===== src/rtl/audio_shift_saturate_pingpong_defines.svh =====
// Assertion macros shared by the audio shift/saturate ping-pong RTL.
// Depends on nothing; files that check their logic include it.
`ifndef AUDIO_SHIFT_SATURATE_PINGPONG_DEFINES_SVH
`define AUDIO_SHIFT_SATURATE_PINGPONG_DEFINES_SVH
`ifndef SYNTHESIS
// Checked property, off while reset is held.
`define ASP_ASSERT(lbl, prop, msg) \
  lbl: assert property (@(posedge clk) disable iff (!rst_n) prop) else $error(msg);
// Checked property, also during reset.
`define ASP_ASSERT_ALWAYS(lbl, prop, msg) \
  lbl: assert property (@(posedge clk) prop) else $error(msg);
`else
`define ASP_ASSERT(lbl, prop, msg)
`define ASP_ASSERT_ALWAYS(lbl, prop, msg)
`endif
`endif


===== src/rtl/asp_pkg.sv =====
// Package for the audio shift/saturate ping-pong block: constants, types, helpers.
// No dependencies; the other .sv RTL files refer into it by scoped names.
package asp_pkg;

  // Sample format and buffer sizing
  localparam int SAMPLE_BITS   = 24;
  localparam int WAV_BUF_MAX   = 4096;
  localparam int INFER_BUF_MAX = 4096;
  localparam int BUF_MAX_ALL   = (WAV_BUF_MAX > INFER_BUF_MAX) ? WAV_BUF_MAX : INFER_BUF_MAX;
  localparam int CNT_W         = $clog2(BUF_MAX_ALL);
  localparam int LEN_EFF_W     = CNT_W + 1;

  // Fixed port widths
  localparam int RAW_W   = 32;
  localparam int SAMP_W  = 16;
  localparam int VOL_W   = 4;
  localparam int LEN_W   = 13;
  localparam int INDEX_W = 12;
  localparam int RATE_W  = 8;
  localparam int CFG_IDX_W = 3;

  // Shift/saturate datapath
  localparam int WIDE_W    = 48;
  localparam int BASE_SH   = 32 - SAMPLE_BITS;
  localparam int VOL_MIN   = -2;
  localparam int VOL_MAX   = 4;
  localparam int RSH_MAX   = WIDE_W - 1;
  localparam int LSH_MAX   = WIDE_W - RAW_W - 1;
  localparam int SAT_MAX   = 32767;
  localparam int SAT_MIN   = -32768;

  // Register reset values
  localparam logic [LEN_W-1:0]  BUF_LEN_RST   = LEN_W'(4096);
  localparam logic [RATE_W-1:0] SKIP_RATE_RST = RATE_W'(1);

  // Configuration register indexes
  typedef enum logic [CFG_IDX_W-1:0] {
    CFG_GAIN_SHIFT       = 3'd0,
    CFG_WAV_ENABLE       = 3'd1,
    CFG_WAV_BUFFER_LEN   = 3'd2,
    CFG_INFER_ENABLE     = 3'd3,
    CFG_INFER_BUFFER_LEN = 3'd4,
    CFG_SKIP_RATE        = 3'd5
  } cfg_idx_t;

  // Per-beat control into one ping-pong address generator
  typedef struct packed {
    logic en;        // path enabled
    logic keep;      // sample kept for this path
    logic consumed;  // consumer cleared ready before this sample
    logic active;    // consumer running, overrun detection on
  } path_ctl_t;

  // Per-beat result of one ping-pong address generator
  typedef struct packed {
    logic               write;
    logic               bank;
    logic [INDEX_W-1:0] index;
    logic               swap;
    logic               overrun;
  } path_res_t;

  // Bank length as used: zero acts as one, capped at the bank maximum
  function automatic logic [LEN_EFF_W-1:0] eff_len(input logic [LEN_W-1:0] len,
                                                   input int max_len);
    logic [31:0] l32;
    logic [31:0] r32;
    l32 = 32'(len);
    if (l32 == 32'd0) begin
      r32 = 32'd1;
    end else if (l32 > 32'(max_len)) begin
      r32 = 32'(max_len);
    end else begin
      r32 = l32;
    end
    return LEN_EFF_W'(r32);
  endfunction

endpackage


===== src/rtl/audio_shift_saturate_pingpong.sv =====
// Top level: config registers, input/result registers, skip decimator and two paths.
// Depends on asp_pkg, asp_gain_sat, asp_pingpong and the assertion macro header.
//
//  channel | direction | handshake            | payload
//  in_     | input     | in_valid / in_stall   | raw_word, wav/infer consumer flags
//  out_    | output    | out_valid / out_stall | sample, clip, wav/infer bank activity
//  cfg_    | input     | cfg_valid / cfg_ready | cfg_index, cfg_data
//
// Beats pass the input, then the result register; one per cycle unless out_stall.
// The input register feeds shift, saturate and both bank counters, whose state
// updates as the beat moves into the result register.
// Synchronous active-low reset empties both registers and clears all state.
// in_stall rises only when the input register holds a beat the stalled result
// register cannot take; cfg_ready is always high.
`include "audio_shift_saturate_pingpong_defines.svh"
module audio_shift_saturate_pingpong (
  input  logic                                   clk,
  input  logic                                   rst_n,
  // configuration
  input  logic                                   cfg_valid,
  output logic                                   cfg_ready,
  input  logic [asp_pkg::CFG_IDX_W-1:0]          cfg_index,
  input  logic [asp_pkg::LEN_W-1:0]              cfg_data,
  // input beats
  input  logic                                   in_valid,
  output logic                                   in_stall,
  input  logic signed [asp_pkg::RAW_W-1:0]       in_raw_word,
  input  logic                                   in_wav_recording,
  input  logic                                   in_wav_consumed,
  input  logic                                   in_infer_running,
  input  logic                                   in_infer_consumed,
  // result beats
  output logic                                   out_valid,
  input  logic                                   out_stall,
  output logic signed [asp_pkg::SAMP_W-1:0]      out_sample_out,
  output logic                                   out_clipped,
  output logic                                   out_wav_write,
  output logic                                   out_wav_bank,
  output logic [asp_pkg::INDEX_W-1:0]            out_wav_index,
  output logic                                   out_wav_swap,
  output logic                                   out_wav_overrun,
  output logic                                   out_infer_write,
  output logic                                   out_infer_bank,
  output logic [asp_pkg::INDEX_W-1:0]            out_infer_index,
  output logic                                   out_infer_swap,
  output logic                                   out_infer_overrun
);

  // Configuration registers
  logic signed [asp_pkg::VOL_W-1:0] gain_shift_r;
  logic                             wav_enable_r;
  logic [asp_pkg::LEN_W-1:0]        wav_buffer_len_r;
  logic                             infer_enable_r;
  logic [asp_pkg::LEN_W-1:0]        infer_buffer_len_r;
  logic [asp_pkg::RATE_W-1:0]       skip_rate_r;

  // Input register
  logic                             s1_valid_r;
  logic signed [asp_pkg::RAW_W-1:0] s1_raw_r;
  logic                             s1_wav_rec_r;
  logic                             s1_wav_cons_r;
  logic                             s1_inf_run_r;
  logic                             s1_inf_cons_r;

  // Result register
  logic                              out_valid_r;
  logic signed [asp_pkg::SAMP_W-1:0] out_sample_r;
  logic                              out_clipped_r;
  asp_pkg::path_res_t                out_wav_r;
  asp_pkg::path_res_t                out_inf_r;

  // Decimator phase
  logic [asp_pkg::RATE_W-1:0] skip_phase_r, skip_phase_nxt;
  logic [asp_pkg::RATE_W-1:0] rate_eff;
  logic                       inf_keep;

  logic                              adv;
  logic                              in_take;
  logic signed [asp_pkg::SAMP_W-1:0] sample_c;
  logic                              clipped_c;
  asp_pkg::path_ctl_t                wav_ctl;
  asp_pkg::path_ctl_t                inf_ctl;
  asp_pkg::path_res_t                wav_res;
  asp_pkg::path_res_t                inf_res;
  logic [asp_pkg::LEN_EFF_W-1:0]     wav_len_eff;
  logic [asp_pkg::LEN_EFF_W-1:0]     inf_len_eff;

  // Handshake: beat moves on when the result register is empty or being taken
  assign adv       = s1_valid_r && (!out_valid_r || !out_stall);
  assign in_stall  = s1_valid_r && !adv;
  assign in_take   = in_valid && !in_stall;
  assign cfg_ready = 1'b1;

  // Configuration writes
  always_ff @(posedge clk) begin
    if (!rst_n) begin
      gain_shift_r       <= '0;
      wav_enable_r       <= 1'b0;
      wav_buffer_len_r   <= asp_pkg::BUF_LEN_RST;
      infer_enable_r     <= 1'b0;
      infer_buffer_len_r <= asp_pkg::BUF_LEN_RST;
      skip_rate_r        <= asp_pkg::SKIP_RATE_RST;
    end else if (cfg_valid && cfg_ready) begin
      case (asp_pkg::cfg_idx_t'(cfg_index))
        asp_pkg::CFG_GAIN_SHIFT:       gain_shift_r       <= cfg_data[asp_pkg::VOL_W-1:0];
        asp_pkg::CFG_WAV_ENABLE:       wav_enable_r       <= cfg_data[0];
        asp_pkg::CFG_WAV_BUFFER_LEN:   wav_buffer_len_r   <= cfg_data;
        asp_pkg::CFG_INFER_ENABLE:     infer_enable_r     <= cfg_data[0];
        asp_pkg::CFG_INFER_BUFFER_LEN: infer_buffer_len_r <= cfg_data;
        asp_pkg::CFG_SKIP_RATE:        skip_rate_r        <= cfg_data[asp_pkg::RATE_W-1:0];
        default: ;
      endcase
    end
  end

  // Input register
  always_ff @(posedge clk) begin
    if (!rst_n) begin
      s1_valid_r <= 1'b0;
    end else if (in_take) begin
      s1_valid_r <= 1'b1;
    end else if (adv) begin
      s1_valid_r <= 1'b0;
    end
  end

  always_ff @(posedge clk) begin
    if (in_take) begin
      s1_raw_r      <= in_raw_word;
      s1_wav_rec_r  <= in_wav_recording;
      s1_wav_cons_r <= in_wav_consumed;
      s1_inf_run_r  <= in_infer_running;
      s1_inf_cons_r <= in_infer_consumed;
    end
  end

  // Shift and saturate
  asp_gain_sat u_gain_sat (
    .raw_word   (s1_raw_r),
    .gain_shift (gain_shift_r),
    .sample     (sample_c),
    .clipped    (clipped_c)
  );

  // Inference decimator: keep when phase reaches the rate
  always_comb begin
    rate_eff       = (skip_rate_r == '0) ? asp_pkg::RATE_W'(1) : skip_rate_r;
    inf_keep       = (skip_phase_r >= rate_eff);
    skip_phase_nxt = skip_phase_r;
    if (infer_enable_r) begin
      skip_phase_nxt = inf_keep ? asp_pkg::RATE_W'(1) : skip_phase_r + 1'b1;
    end
  end

  always_ff @(posedge clk) begin
    if (!rst_n) begin
      skip_phase_r <= asp_pkg::SKIP_RATE_RST;
    end else if (adv) begin
      skip_phase_r <= skip_phase_nxt;
    end
  end

  // Bank address generators
  assign wav_len_eff = asp_pkg::eff_len(wav_buffer_len_r, asp_pkg::WAV_BUF_MAX);
  assign inf_len_eff = asp_pkg::eff_len(infer_buffer_len_r, asp_pkg::INFER_BUF_MAX);

  assign wav_ctl = '{en: wav_enable_r, keep: 1'b1,
                     consumed: s1_wav_cons_r, active: s1_wav_rec_r};
  assign inf_ctl = '{en: infer_enable_r, keep: inf_keep,
                     consumed: s1_inf_cons_r, active: s1_inf_run_r};

  asp_pingpong u_wav_pp (
    .clk     (clk),
    .rst_n   (rst_n),
    .adv     (adv),
    .ctl     (wav_ctl),
    .len_eff (wav_len_eff),
    .res     (wav_res)
  );

  asp_pingpong u_inf_pp (
    .clk     (clk),
    .rst_n   (rst_n),
    .adv     (adv),
    .ctl     (inf_ctl),
    .len_eff (inf_len_eff),
    .res     (inf_res)
  );

  // Result register
  always_ff @(posedge clk) begin
    if (!rst_n) begin
      out_valid_r <= 1'b0;
    end else if (adv) begin
      out_valid_r <= 1'b1;
    end else if (!out_stall) begin
      out_valid_r <= 1'b0;
    end
  end

  always_ff @(posedge clk) begin
    if (adv) begin
      out_sample_r  <= sample_c;
      out_clipped_r <= clipped_c;
      out_wav_r     <= wav_res;
      out_inf_r     <= inf_res;
    end
  end

  assign out_valid         = out_valid_r;
  assign out_sample_out    = out_sample_r;
  assign out_clipped       = out_clipped_r;
  assign out_wav_write     = out_wav_r.write;
  assign out_wav_bank      = out_wav_r.bank;
  assign out_wav_index     = out_wav_r.index;
  assign out_wav_swap      = out_wav_r.swap;
  assign out_wav_overrun   = out_wav_r.overrun;
  assign out_infer_write   = out_inf_r.write;
  assign out_infer_bank    = out_inf_r.bank;
  assign out_infer_index   = out_inf_r.index;
  assign out_infer_swap    = out_inf_r.swap;
  assign out_infer_overrun = out_inf_r.overrun;

  `ASP_ASSERT_ALWAYS(a_stall_needs_beat, in_stall |-> s1_valid_r, "stall with empty input register")
  `ASP_ASSERT(a_phase_nonzero, skip_phase_r != '0, "skip phase reached zero")
  `ASP_ASSERT(a_adv_fills_out, adv |=> out_valid_r, "advanced beat lost")

endmodule


===== src/rtl/asp_gain_sat.sv =====
// Gain shift and 16-bit saturation of one MSB-aligned microphone word.
// Depends on asp_pkg for widths and limits.
module asp_gain_sat (
  input  logic signed [asp_pkg::RAW_W-1:0]  raw_word,
  input  logic signed [asp_pkg::VOL_W-1:0]  gain_shift,
  output logic signed [asp_pkg::SAMP_W-1:0] sample,
  output logic                              clipped
);

  logic signed [asp_pkg::VOL_W-1:0]  vol_c;
  logic signed [7:0]                 tot_sh;
  logic        [7:0]                 rsh;
  logic        [7:0]                 lsh;
  logic signed [asp_pkg::WIDE_W-1:0] wide;
  logic signed [asp_pkg::WIDE_W-1:0] shifted;

  // Clamp volume, then form total shift (negative means shift left)
  always_comb begin
    if (gain_shift < asp_pkg::VOL_W'(asp_pkg::VOL_MIN)) begin
      vol_c = asp_pkg::VOL_W'(asp_pkg::VOL_MIN);
    end else if (gain_shift > asp_pkg::VOL_W'(asp_pkg::VOL_MAX)) begin
      vol_c = asp_pkg::VOL_W'(asp_pkg::VOL_MAX);
    end else begin
      vol_c = gain_shift;
    end
    tot_sh = 8'(asp_pkg::BASE_SH) - 8'(vol_c);
  end

  // Arithmetic shift in a wide signed domain
  always_comb begin
    wide = asp_pkg::WIDE_W'(raw_word);
    rsh  = 8'd0;
    lsh  = 8'd0;
    if (tot_sh >= 0) begin
      rsh = (tot_sh > 8'(asp_pkg::RSH_MAX)) ? 8'(asp_pkg::RSH_MAX) : tot_sh;
      shifted = wide >>> rsh[5:0];
    end else begin
      lsh = 8'(-tot_sh);
      if (lsh > 8'(asp_pkg::LSH_MAX)) begin
        lsh = 8'(asp_pkg::LSH_MAX);
      end
      shifted = wide <<< lsh[5:0];
    end
  end

  // Saturate to 16 bits
  always_comb begin
    clipped = 1'b0;
    sample  = shifted[asp_pkg::SAMP_W-1:0];
    if (shifted > asp_pkg::WIDE_W'(asp_pkg::SAT_MAX)) begin
      sample  = asp_pkg::SAMP_W'(asp_pkg::SAT_MAX);
      clipped = 1'b1;
    end else if (shifted < asp_pkg::WIDE_W'(asp_pkg::SAT_MIN)) begin
      sample  = asp_pkg::SAMP_W'(asp_pkg::SAT_MIN);
      clipped = 1'b1;
    end
  end

endmodule


===== src/rtl/asp_pingpong.sv =====
// Ping-pong bank address generator: bank, write index, swap and overrun.
// Depends on asp_pkg (path_ctl_t, path_res_t) and the assertion macro header.
`include "audio_shift_saturate_pingpong_defines.svh"
module asp_pingpong (
  input  logic                             clk,
  input  logic                             rst_n,
  input  logic                             adv,
  input  asp_pkg::path_ctl_t               ctl,
  input  logic [asp_pkg::LEN_EFF_W-1:0]    len_eff,
  output asp_pkg::path_res_t               res
);

  logic                         bank_r, bank_nxt;
  logic [asp_pkg::CNT_W-1:0]    count_r, count_nxt;
  logic                         ready_r, ready_nxt;
  logic [asp_pkg::LEN_EFF_W-1:0] count_inc;
  logic                         ready_c;

  // Result of the beat in the input register and the state it leaves
  always_comb begin
    res       = '0;
    bank_nxt  = bank_r;
    count_nxt = count_r;
    ready_c   = ctl.consumed ? 1'b0 : ready_r;
    ready_nxt = ready_c;
    count_inc = asp_pkg::LEN_EFF_W'(count_r) + 1'b1;
    if (ctl.en && ctl.keep) begin
      res.write = 1'b1;
      res.bank  = bank_r;
      res.index = asp_pkg::INDEX_W'(count_r);
      if (count_inc >= len_eff) begin
        res.swap    = 1'b1;
        res.overrun = ctl.active && ready_c;
        bank_nxt    = ~bank_r;
        count_nxt   = '0;
        ready_nxt   = 1'b1;
      end else begin
        count_nxt = count_inc[asp_pkg::CNT_W-1:0];
      end
    end
  end

  // State registers, updated when the beat moves to the result register
  always_ff @(posedge clk) begin
    if (!rst_n) begin
      bank_r  <= 1'b0;
      count_r <= '0;
      ready_r <= 1'b0;
    end else if (adv) begin
      bank_r  <= bank_nxt;
      count_r <= count_nxt;
      ready_r <= ready_nxt;
    end
  end

  `ASP_ASSERT(a_swap_sets_ready, adv && res.swap |=> ready_r, "ready not set after swap")
  `ASP_ASSERT(a_overrun_on_swap, res.overrun |-> res.swap && ready_c, "overrun without swap")
  `ASP_ASSERT(a_idle_holds, adv && !(ctl.en && ctl.keep) |=> $stable(count_r) && $stable(bank_r), "counter moved without write")

endmodule

===== config.mk =====
export PLATFORM = sky130hd
export DESIGN_NAME = audio_shift_saturate_pingpong
export DESIGN_NICKNAME = d
export VERILOG_FILES = /design/src/rtl/asp_pkg.sv /design/src/rtl/audio_shift_saturate_pingpong.sv /design/src/rtl/asp_gain_sat.sv /design/src/rtl/asp_pingpong.sv
export VERILOG_INCLUDE_DIRS = /design/src /design/src/rtl
export SDC_FILE = /design/constraint.sdc
export NUM_CORES = 1
export LEC_CHECK = 0
export BUFFER_PORTS_ARGS = -buffer_cell sky130_fd_sc_hd__buf_2
export CAP_MARGIN = 20
export CORE_MARGIN = 2
export CORE_UTILIZATION = 35
export CTS_CLUSTER_DIAMETER = 50
export CTS_CLUSTER_SIZE = 8
export DETAILED_ROUTE_END_ITERATION = 8
export PLACE_DENSITY = 0.63
export SYNTH_ARGS = -nofsm -noshare
export SYNTH_HDL_FRONTEND = slang
export SYNTH_SLANG_ARGS = --single-unit

===== constraint.sdc =====
create_clock -name clk -period 4.8 [get_ports clk]
set_clock_uncertainty 0.05 [all_clocks]
set_input_delay 0.48 -clock clk [delete_from_list [all_inputs] [get_ports clk]]
set_output_delay 0.48 -clock clk [all_outputs]
set_load 0.02 [all_outputs]

* Yosys cells after proc, flatten, opt, wreduce, memory -nomap -nowiden
Cells that the tools add are included.
** Word-level totals
- Bits of input ports :: 57
- Memory bits (read-only) :: 0
- Output and inout port bits :: 52
- Memories :: 0
- Memory bits (writable) :: 0
- Flip-flop bits (word level) :: 163
- Latch bits :: 0
** Operators by class
- Add/sub/neg operators :: 5
- Equal/unequal tests :: 6
- Shifts and indexed selects :: 2
- Reduce and logical (&&, ||, !) cells :: 29
- $mul :: 0
- Magnitude comparators :: 12
- Bitwise logic cells :: 2
- Divide/modulo/power cells :: 0
- Multiplexer cells :: 30
** Operators by type and width (number)
- 13-bit 2-to-1 mux :: 4
- 48-bit by 16-bit greater-than comparator with 1-bit output, second input constant :: 1
- 48-bit by 16-bit < comparator with 1-bit output, second input constant :: 1
- 16-bit 2-to-1 mux :: 3
- 48-bit 2-to-1 mux :: 1
- 32-bit by 6-bit <<< shifter with 48-bit output :: 1
- 32-bit by 6-bit >>> shifter with 48-bit output :: 1
- 12-bit by 1-bit adder with 13-bit output, second input constant :: 2
- 13-bit >= comparator :: 2
- 13-bit greater-than comparator, second input constant :: 2
- 13-bit logical NOT :: 2
- 12-bit 2-to-1 mux :: 2
- 2-bit AND reduction :: 11
- 6-bit 2-to-1 mux :: 3
- 8-bit 2-to-1 mux :: 2
- 1-bit 2-to-1 mux :: 11
- 8-bit by 1-bit adder with 8-bit output, second input constant :: 1
- 8-bit >= comparator :: 1
- 8-bit by 4-bit greater-than comparator with 1-bit output, second input constant :: 1
- 8-bit logical NOT :: 1
- 4-bit 2-to-1 mux :: 2
- 6-bit negator with 8-bit output :: 1
- 6-bit by 7-bit greater-than comparator with 1-bit output, second input constant :: 1
- 3-bit by 2-bit == test with 1-bit output, second input constant :: 2
- other kinds (15) :: 27

* Logic depth before layout (Yosys ltp)
Gate-level depths: netlist (run 1).
- Word-level depth :: 12
- Depth in mapped cells :: 19
- Mapped depth without buffers :: 14

* Modules after synthesis
Synthesis (run 1) repeated with hierarchy kept, for this count alone.
** Second synthesis, totals
- Cells, all modules :: 1120
- Area total of the unflattened synthesis :: 10223.6 um2
** By module, submodules not included
- audio_shift_saturate_pingpong :: seq. area each 3553.4 um2, instances 1, cells an instance 389, area each 4959.8 um2
- asp_gain_sat :: seq. area each 0.0 um2, instances 1, cells an instance 401, area each 2683.8 um2
- asp_pingpong :: seq. area each 280.3 um2, instances 2, cells an instance 165, area each 1290.0 um2

* Worst setup path after synthesis (run 1)
OpenSTA, ideal clock, no wires.
- Path kind :: reg-to-reg
- From :: reg gain_shift_r[3] (netlist bit)
- To :: reg out_sample_r, in the netlist out_sample_out[7], data pin
- Path slack :: 0.734 ns
- Stages on the path, launching flop included :: 20
- Arrival time :: 3.747 ns
- Data required time :: 4.481 ns
- Path buffers :: 7
- Period minus slack after synthesis :: 4.066 ns
- Library setup time :: 0.269 ns
- Cell sequence :: dfxtp_1 > buf_6 > and3_1 > buf_2 > o21ai_1 > buf_2 > buf_1 > ha_1 > or3_1 > buf_2 > nand2_2 > buf_4 > nand2_1 > a21boi_0 > o311a_1 > o221ai_1 > nor4_2 > or2_4 > buf_8 > a31oi_4
** On the way
- Cells in the longest elaborated chain, start to end :: 12
- Elaborated cells between the ends (all ways) :: 18
** RTL lines
- start: declaration :: RTL line audio_shift_saturate_pingpong.sv:50 : logic signed [asp_pkg::VOL_W-1:0] gain_shift_r;
- start signal: assignment :: RTL line audio_shift_saturate_pingpong.sv:105 : asp_pkg::CFG_GAIN_SHIFT: gain_shift_r <= cfg_data[asp_pkg::VOL_W-1:0];
- 4-bit greater-than comparator :: RTL line asp_gain_sat.sv:21 : end else if (gain_shift > asp_pkg::VOL_W'(asp_pkg::VOL_MAX)) begin
- 4-bit 2-to-1 mux :: RTL line asp_gain_sat.sv:21
- 4-bit 2-to-1 mux * :: RTL line asp_gain_sat.sv:19 : if (gain_shift < asp_pkg::VOL_W'(asp_pkg::VOL_MIN)) begin
- 5-bit by 4-bit subtractor with 6-bit output * :: RTL line asp_gain_sat.sv:26 : tot_sh = 8'(asp_pkg::BASE_SH) - 8'(vol_c);
- 6-bit negator with 8-bit output :: RTL line asp_gain_sat.sv:38 : lsh = 8'(-tot_sh);
- 8-bit by 4-bit greater-than comparator with 1-bit output :: RTL line asp_gain_sat.sv:39 : if (lsh > 8'(asp_pkg::LSH_MAX)) begin
- 6-bit 2-to-1 mux :: RTL line asp_gain_sat.sv:39
- 6-bit 2-to-1 mux :: RTL line asp_gain_sat.sv:34 : if (tot_sh >= 0) begin
- 32-bit by 6-bit <<< shifter with 48-bit output :: RTL line asp_gain_sat.sv:42 : shifted = wide <<< lsh[5:0];
- 48-bit 2-to-1 mux * :: RTL line asp_gain_sat.sv:34
- 48-bit by 16-bit < comparator with 1-bit output :: RTL line asp_gain_sat.sv:53 : end else if (shifted < asp_pkg::WIDE_W'(asp_pkg::SAT_MIN)) begin
- 16-bit 2-to-1 mux :: RTL line asp_gain_sat.sv:53
- end signal: assignment :: RTL line audio_shift_saturate_pingpong.sv:203 : out_sample_r <= sample_c;
- end: declaration :: RTL line audio_shift_saturate_pingpong.sv:67 : logic signed [asp_pkg::SAMP_W-1:0] out_sample_r;
Mark *: on every way between the ends. The rest lies on a longest branch, timed or not. The select of a mux whose other input is x is not followed.
A chain may end at the register's enable or synchronous reset.

* Final worst setup path (run 1)
- From :: reg gain_shift_r[3] (netlist bit)
- To :: reg out_sample_r, in the netlist out_sample_out[3], data pin
Same word-level chain as after synthesis.

==> reports/metrics.cfg, run 1 <==
[placed_design]
io_buffers=107
dp_hpwl_mm=19.1
place.gp.congestion=0.903
dp_slack_ns=0.565
place_area_um2=10800

[clock_network]
clkTransAtPathRegs_ns=0.07
cts_tree=done
cts.sinks=163
htree_levels=4
cts_setup_buffers=0
cts_buffers=17
clk_latency_ns=0.43
root_buffer=clkbuf_16
post_cts_resized=0
cts_buffer_depth=2
cts.hold.buffers_added=0

[critical_path]
r2r_start=gain_shift_r[3]$_SDFFE_PN0P_
start_kind=flip-flop
path_class=reg -> reg
crit_start=gain_shift_r[3]$_SDFFE_PN0P_
path_max_fanout=21
crit_path_end_kind=flip-flop
worstPathArrival_ns=4.38
required_ns=4.90

[power]
power_switching_uw=919
p_int_uw=2510
combPwrFrac_pct=14.0
max-vdd-ir-drop_mv=0.176
p_sw_share_pct=26.8
pwr_density_cell_nw_per_um2=300
leakagePower_uw=0.00436
clkPwrFrac_pct=40.7
seqPwrFrac_pct=45.3

[synth]
netlist.area_leader.share_pct=25.3
synth.area.top_cells=edfxtp_1 25%, dfxtp_1 15%, nand2_1 6.2%
synth_nets=1185
synth-async-reset-ratio_pct=0
synth-seq-cells=163
synth_area_leader_cell=edfxtp_1
synth_ff_type=edfxtp_1
syn_area_um2=10100
synth_seq_area_share_pct=40.8
synth_enable_flop_cells=85
avgSynthCellArea_um2=9.25
yosys_warnings=0
synth_cells=1090
synth_cell_types=94

[global_routing]
grt_max_degree=60
overflow=0
grt_use_total_pct=17.5
grt_pass1_wl_mm=42.6
antenna_found_initial=0
grt_pass1_vias=8019

[drt]
vias=8438
first_iter_violations=679
dr_wl_met2_mm=12.7
vias_per_cell=5.43
drcViolationCount=1
wl_per_cell_um=17.0
met3_length_mm=1.31
antenna_left=0
wl_met1_mm=12.1
postRouteWirelength_mm=26.4
first_pass_iters=9
top_layer=met4

[die]
start_util_pct=35.3
core_um2=28500
ioPinCount=109
rows=62
fp.dieArea_um2=30200
die_width_um=174
fp.dieH_um=174

[final_layout]
final_common_cell=nand2_1
drive_gt1_share_pct=18.4
synthToLayoutAreaGrowth_pct=13.3
nNetsFinal=1252
fillers=2933
fin_util_pct=40.0
stdcell_area_um2=11400
n_antenna_cell=0
mostFrequentLayoutCells=167 x nand2_1, 107 x buf_2, 85 x edfxtp_1

[sta]
post-route-period-util_pct=89.1
rsz0062_at_grt=false
fin_crit_ns=4.28
slew_headroom_pct=27.8
hold_viol=0
worst_slack_ns=0.522
worst_pin_slew_ns=1.08
setup_viol=0
max_freq_ghz=0.234
finalSetupTns_ns=0
final_max_slew_viol_count=0

[status]
outcome=complete, but fails checks
violations=design-rule violations

[worst_hold_path]
hold_path_class=in -> reg
worstHoldStart=in_raw_word[8]

[job]
cap_violations=0

==> routing by layer <==
layer / GRT usage, % / vias up
met4: 5.29 / 0
li1: - / 4150
met2: 28.7 / 265
met3: 3.27 / 37
met5: 0 / -
met1: 23.4 / 3986
==> final timing paths <==
| path | end | slack [ns] | cells past startpoint |
|---|---|---|---|
| max reg2reg | out_sample_out[3]$_SDFFCE_PN1P_ | 0.52 | 12 |
| min | s1_raw_r[8]$_DFFE_PP_ | 0.17 | 1 |
| max | out_sample_out[3]$_SDFFCE_PN1P_ | 0.52 | 12 |
| min reg2reg | skip_rate_r[2]$_SDFFE_PN0P_ | 0.42 | 2 |
==> critical path, stage by stage, from the launching register on <==
cell	delay, ns
dfxtp_1	0.59
and3_1	0.39
o21ai_2	0.11
ha_1	0.28
or3_1	0.46
nand2_2	0.40
a211oi_1	0.12
a2111oi_0	0.43
o22ai_1	0.16
o22a_1	0.26
nor4_2	0.33
or2_4	0.31
a31oi_1	0.11
==> cell families after synthesis <==
group | after synthesis | synth area share (%)
AO/OA/AOI/OAI | 278 | 20.2
XOR/XNOR | 28 | 2.43
adder cells (fa/ha/maj) | 38 | 4.72
flip-flops | 163 | 40.8
multiplexers | 31 | 3.24
other | 1 | 0.0372
AND/OR/NAND/NOR | 456 | 23.4
buffers and inverters | 95 | 5.15
==> through the flow <==
stage / total power [uW] / std cells / hold WS, ns
floorplan: 1910 / 1090 / 0.387
global placement: 2050 / 1521 / 0.400
detailed placement: 2050 / 1521 / 0.415
CTS: 3450 / 1552 / 0.156
global route: 3560 / 1553 / 0.152
finish: 3430 / 1553 / 0.172
==> Yosys cell counts, types with 7 or more instances <==
cell type and count:
nand2_1 167, edfxtp_1 85, dfxtp_1 78, nor2_1 65, a21oi_1 47, o21ai_0 43
a21boi_0 42, ha_1 38, clkbuf_1 35, nand3_1 35, and3_1 33, mux2i_1 27
nor2b_1 23, and2_1 22, inv_1 17, xor2_1 17, nand2b_1 16, buf_2 15
nand4_1 15, o211ai_1 14, buf_6 12, nand3b_1 12, nor3_1 12, o22ai_1 11
xnor2_1 11, a21oi_2 10, a31oi_1 10, nor4_1 10, a211oi_1 8, buf_4 7
o221a_2 7, o221ai_1 7
==> cell type report <==
class | instances | area (um2) | area share [%]
Multi-Input combinational cell | 832 | 5460 | 47.8
Sequential cell | 163 | 4110 | 36.0
Timing Repair Buffer | 125 | 691 | 6.05
Clock buffer | 24 | 557 | 4.88
Tap cell | 384 | 480 | 4.21
Inverter | 18 | 67.6 | 0.592
Clock inverter | 7 | 52.6 | 0.460
==> power by group through the flow <==
stage                     Sequential, uW  Combinational (uW)  Clock (uW)
final                               1550                 481        1390
after global routing                1560                 523        1480
after CTS                           1550                 472        1430
after detailed placement            1580                 470           0
after global placement              1580                 471           0
after floorplan                     1590                 320           0
==> flip-flops by register name (all words and copies together) (netlist names), 4 cells and up <==
register and count:
s1_raw_r 32, out_sample_out 16, infer_buffer_len_r 13, wav_buffer_len_r 13, out_infer_index 12, out_wav_index 12
u_inf_pp.count_r 12, u_wav_pp.count_r 12, skip_phase_r 8, skip_rate_r 8, gain_shift_r 4
Note: power is estimated with default switching activity, not from simulation.
==> run 2: changes to the inputs <==
--- a/config.mk
+++ b/config.mk
@@ -6,14 +6,14 @@
 export SDC_FILE = /design/constraint.sdc
 export NUM_CORES = 1
 export LEC_CHECK = 0
-export BUFFER_PORTS_ARGS = -buffer_cell sky130_fd_sc_hd__buf_2
 export CAP_MARGIN = 20
 export CORE_MARGIN = 2
 export CORE_UTILIZATION = 35
 export CTS_CLUSTER_DIAMETER = 50
 export CTS_CLUSTER_SIZE = 8
 export DETAILED_ROUTE_END_ITERATION = 8
-export PLACE_DENSITY = 0.63
+export DONT_BUFFER_PORTS = 1
+export PLACE_DENSITY = 0.6
 export SYNTH_ARGS = -nofsm -noshare
 export SYNTH_HDL_FRONTEND = slang
 export SYNTH_SLANG_ARGS = --single-unit
==> reports/metrics.cfg, run 2 (synthesis gave the netlist of run 1 again) <==
[final_layout]
top_register=s1_raw_r
fin_util_pct=38.2
drive_gt1_share_pct=10.5
stdcell_area_um2=10900
nNetsFinal=1146
largest_reg_flops=32
multi_input_area_um2=5470
seq_area_um2=4110
fin_cells=1450
fillers=2936
mostFrequentLayoutCells=167 x nand2_1, 85 x edfxtp_1, 78 x dfxtp_1
synthToLayoutAreaGrowth_pct=8.18
final_common_cell=nand2_1

[sta]
hold_viol=0
rsz0062_at_grt=false
finalSetupTns_ns=0
post-route-period-util_pct=89.4
worst_slack_ns=0.508
slew_headroom_pct=39.6
worst_pin_slew_ns=0.903
setup_viol=0
fin_crit_ns=4.29
max_freq_ghz=0.233
final_max_slew_viol_count=0

[clock_network]
cts.hold.buffers_added=0
htree_levels=4
cts_tree=done
clkTransAtPathRegs_ns=0.08
cts_buffer_depth=2
root_buffer=clkbuf_16
post_cts_resized=0
clk_latency_ns=0.43
cts_setup_buffers=0
cts.sinks=163
cts_buffers=17

[critical_path]
critPathMaxStageDelay_ns=0.59
crit_path_end_kind=flip-flop
crit_end=out_sample_out[6]$_SDFFCE_PN1P_
start_kind=flip-flop
path_max_fanout=14
r2r_start=gain_shift_r[2]$_SDFFE_PN0P_
crit_start=gain_shift_r[2]$_SDFFE_PN0P_
required_ns=4.89
crit_chain=and3_1 -> o21ai_2 -> ha_1 -> or3_1 -> nand2_2 -> a211oi_1 -> a2111oi_0 -> o22ai_1 -> o22a_1 -> nor4_2 -> or2_4 -> a31oi_1
worstPathArrival_ns=4.38
r2r-end=out_sample_out[6]$_SDFFCE_PN1P_
r2r_cells=12
r2r_slack_ns=0.51
path_class=reg -> reg
cpMaxStageDelayCell=dfxtp_1

[global_routing]
grt_max_degree=75
antenna_found_initial=3
grt_use_total_pct=17.4
grt_pass1_wl_mm=42.0
overflow=0
grt_pass1_vias=7554

[die]
rows=62
die_width_um=174
start_util_pct=35.3
fp.dieH_um=174
core_um2=28500
fp.dieArea_um2=30200
ioPinCount=109

[drt]
drcViolationCount=0
vias=8121
vias_per_cell=5.60
wl_per_cell_um=18.2
postRouteWirelength_mm=26.4
first_iter_violations=549
antenna_left=0
first_pass_iters=5

[power]
leakagePower_uw=0.00395
max-vdd-ir-drop_mv=0.200
pwr_density_cell_nw_per_um2=312

[placed_design]
dp.cells=1414
io_buffers=0
place.gp.congestion=0.899
place_area_um2=10300
dp_hpwl_mm=19.0
dp_slack_ns=0.554

[worst_hold_path]
hold_path_class=in -> reg

[status]
outcome=finished, final reports clean

[job]
cap_violations=0

-- run 2: how the worst min path moves through the flow --
stage,cells after the start,start,slack [ns],end
final,1,rst_n,0.08,wav_buffer_len_r[12]$_SDFFE_PN1P_
after global routing,0,in_raw_word[29],0.07,s1_raw_r[29]$_DFFE_PP_
after CTS,1,rst_n,0.06,skip_rate_r[0]$_SDFFE_PN1P_
after detailed placement,2,skip_rate_r[1]$_SDFFE_PN0P_,0.41,skip_rate_r[1]$_SDFFE_PN0P_
after global placement,2,u_wav_pp.bank_r$_SDFFE_PN0P_,0.40,u_wav_pp.bank_r$_SDFFE_PN0P_
after floorplan,2,u_wav_pp.ready_r$_SDFFE_PN0P_,0.39,u_wav_pp.ready_r$_SDFFE_PN0P_
-- run 2: critical path: cells and delay by family (launching register included) --
family | cells | cell delay [ns]
flops | 1 | 0.59
simple gates | 5 | 1.76
compound gates | 6 | 1.31
fa+ha+maj | 1 | 0.28
-- run 2: layout make-up --
| cell class | instances | area share (%) |
|---|---|---|
| clock inverter | 12 | 1.17 |
| antenna | 2 | 0.0459 |
| clock buffer | 20 | 4.41 |
| multi-input combinational | 832 | 50.1 |
| tap | 384 | 4.41 |
| inverter | 18 | 0.620 |
| sequential | 163 | 37.7 |
| timing repair buffer | 19 | 1.49 |
-- run 2: routing by layer --
layer / vias to the layer above / GRT usage (%) / wire length (um)
li1: 3962 / - / -
met1: 3889 / 22.8 / 11800
met2: 243 / 28.7 / 12600
met3: 25 / 4.32 / 1700
met4: 2 / 4.41 / 321
met5: - / 0 / 16
-- run 2: power breakdown --
part           leakage [uW]  internal, uW  switching, uW  total (uW)
registers           0.00143          1520           61.1        1580
logic               0.00221           146            258         403
clock network      0.000307           799            623        1420
total               0.00395          2460            942        3400
-- run 2: metrics by stage --
stage / power, uW / hold slack (ns)
after floorplan: 1910 / 0.387
after global placement: 2000 / 0.399
after detailed placement: 2000 / 0.407
after CTS: 3420 / 0.0577
after global routing: 3540 / 0.0658
final: 3400 / 0.0807
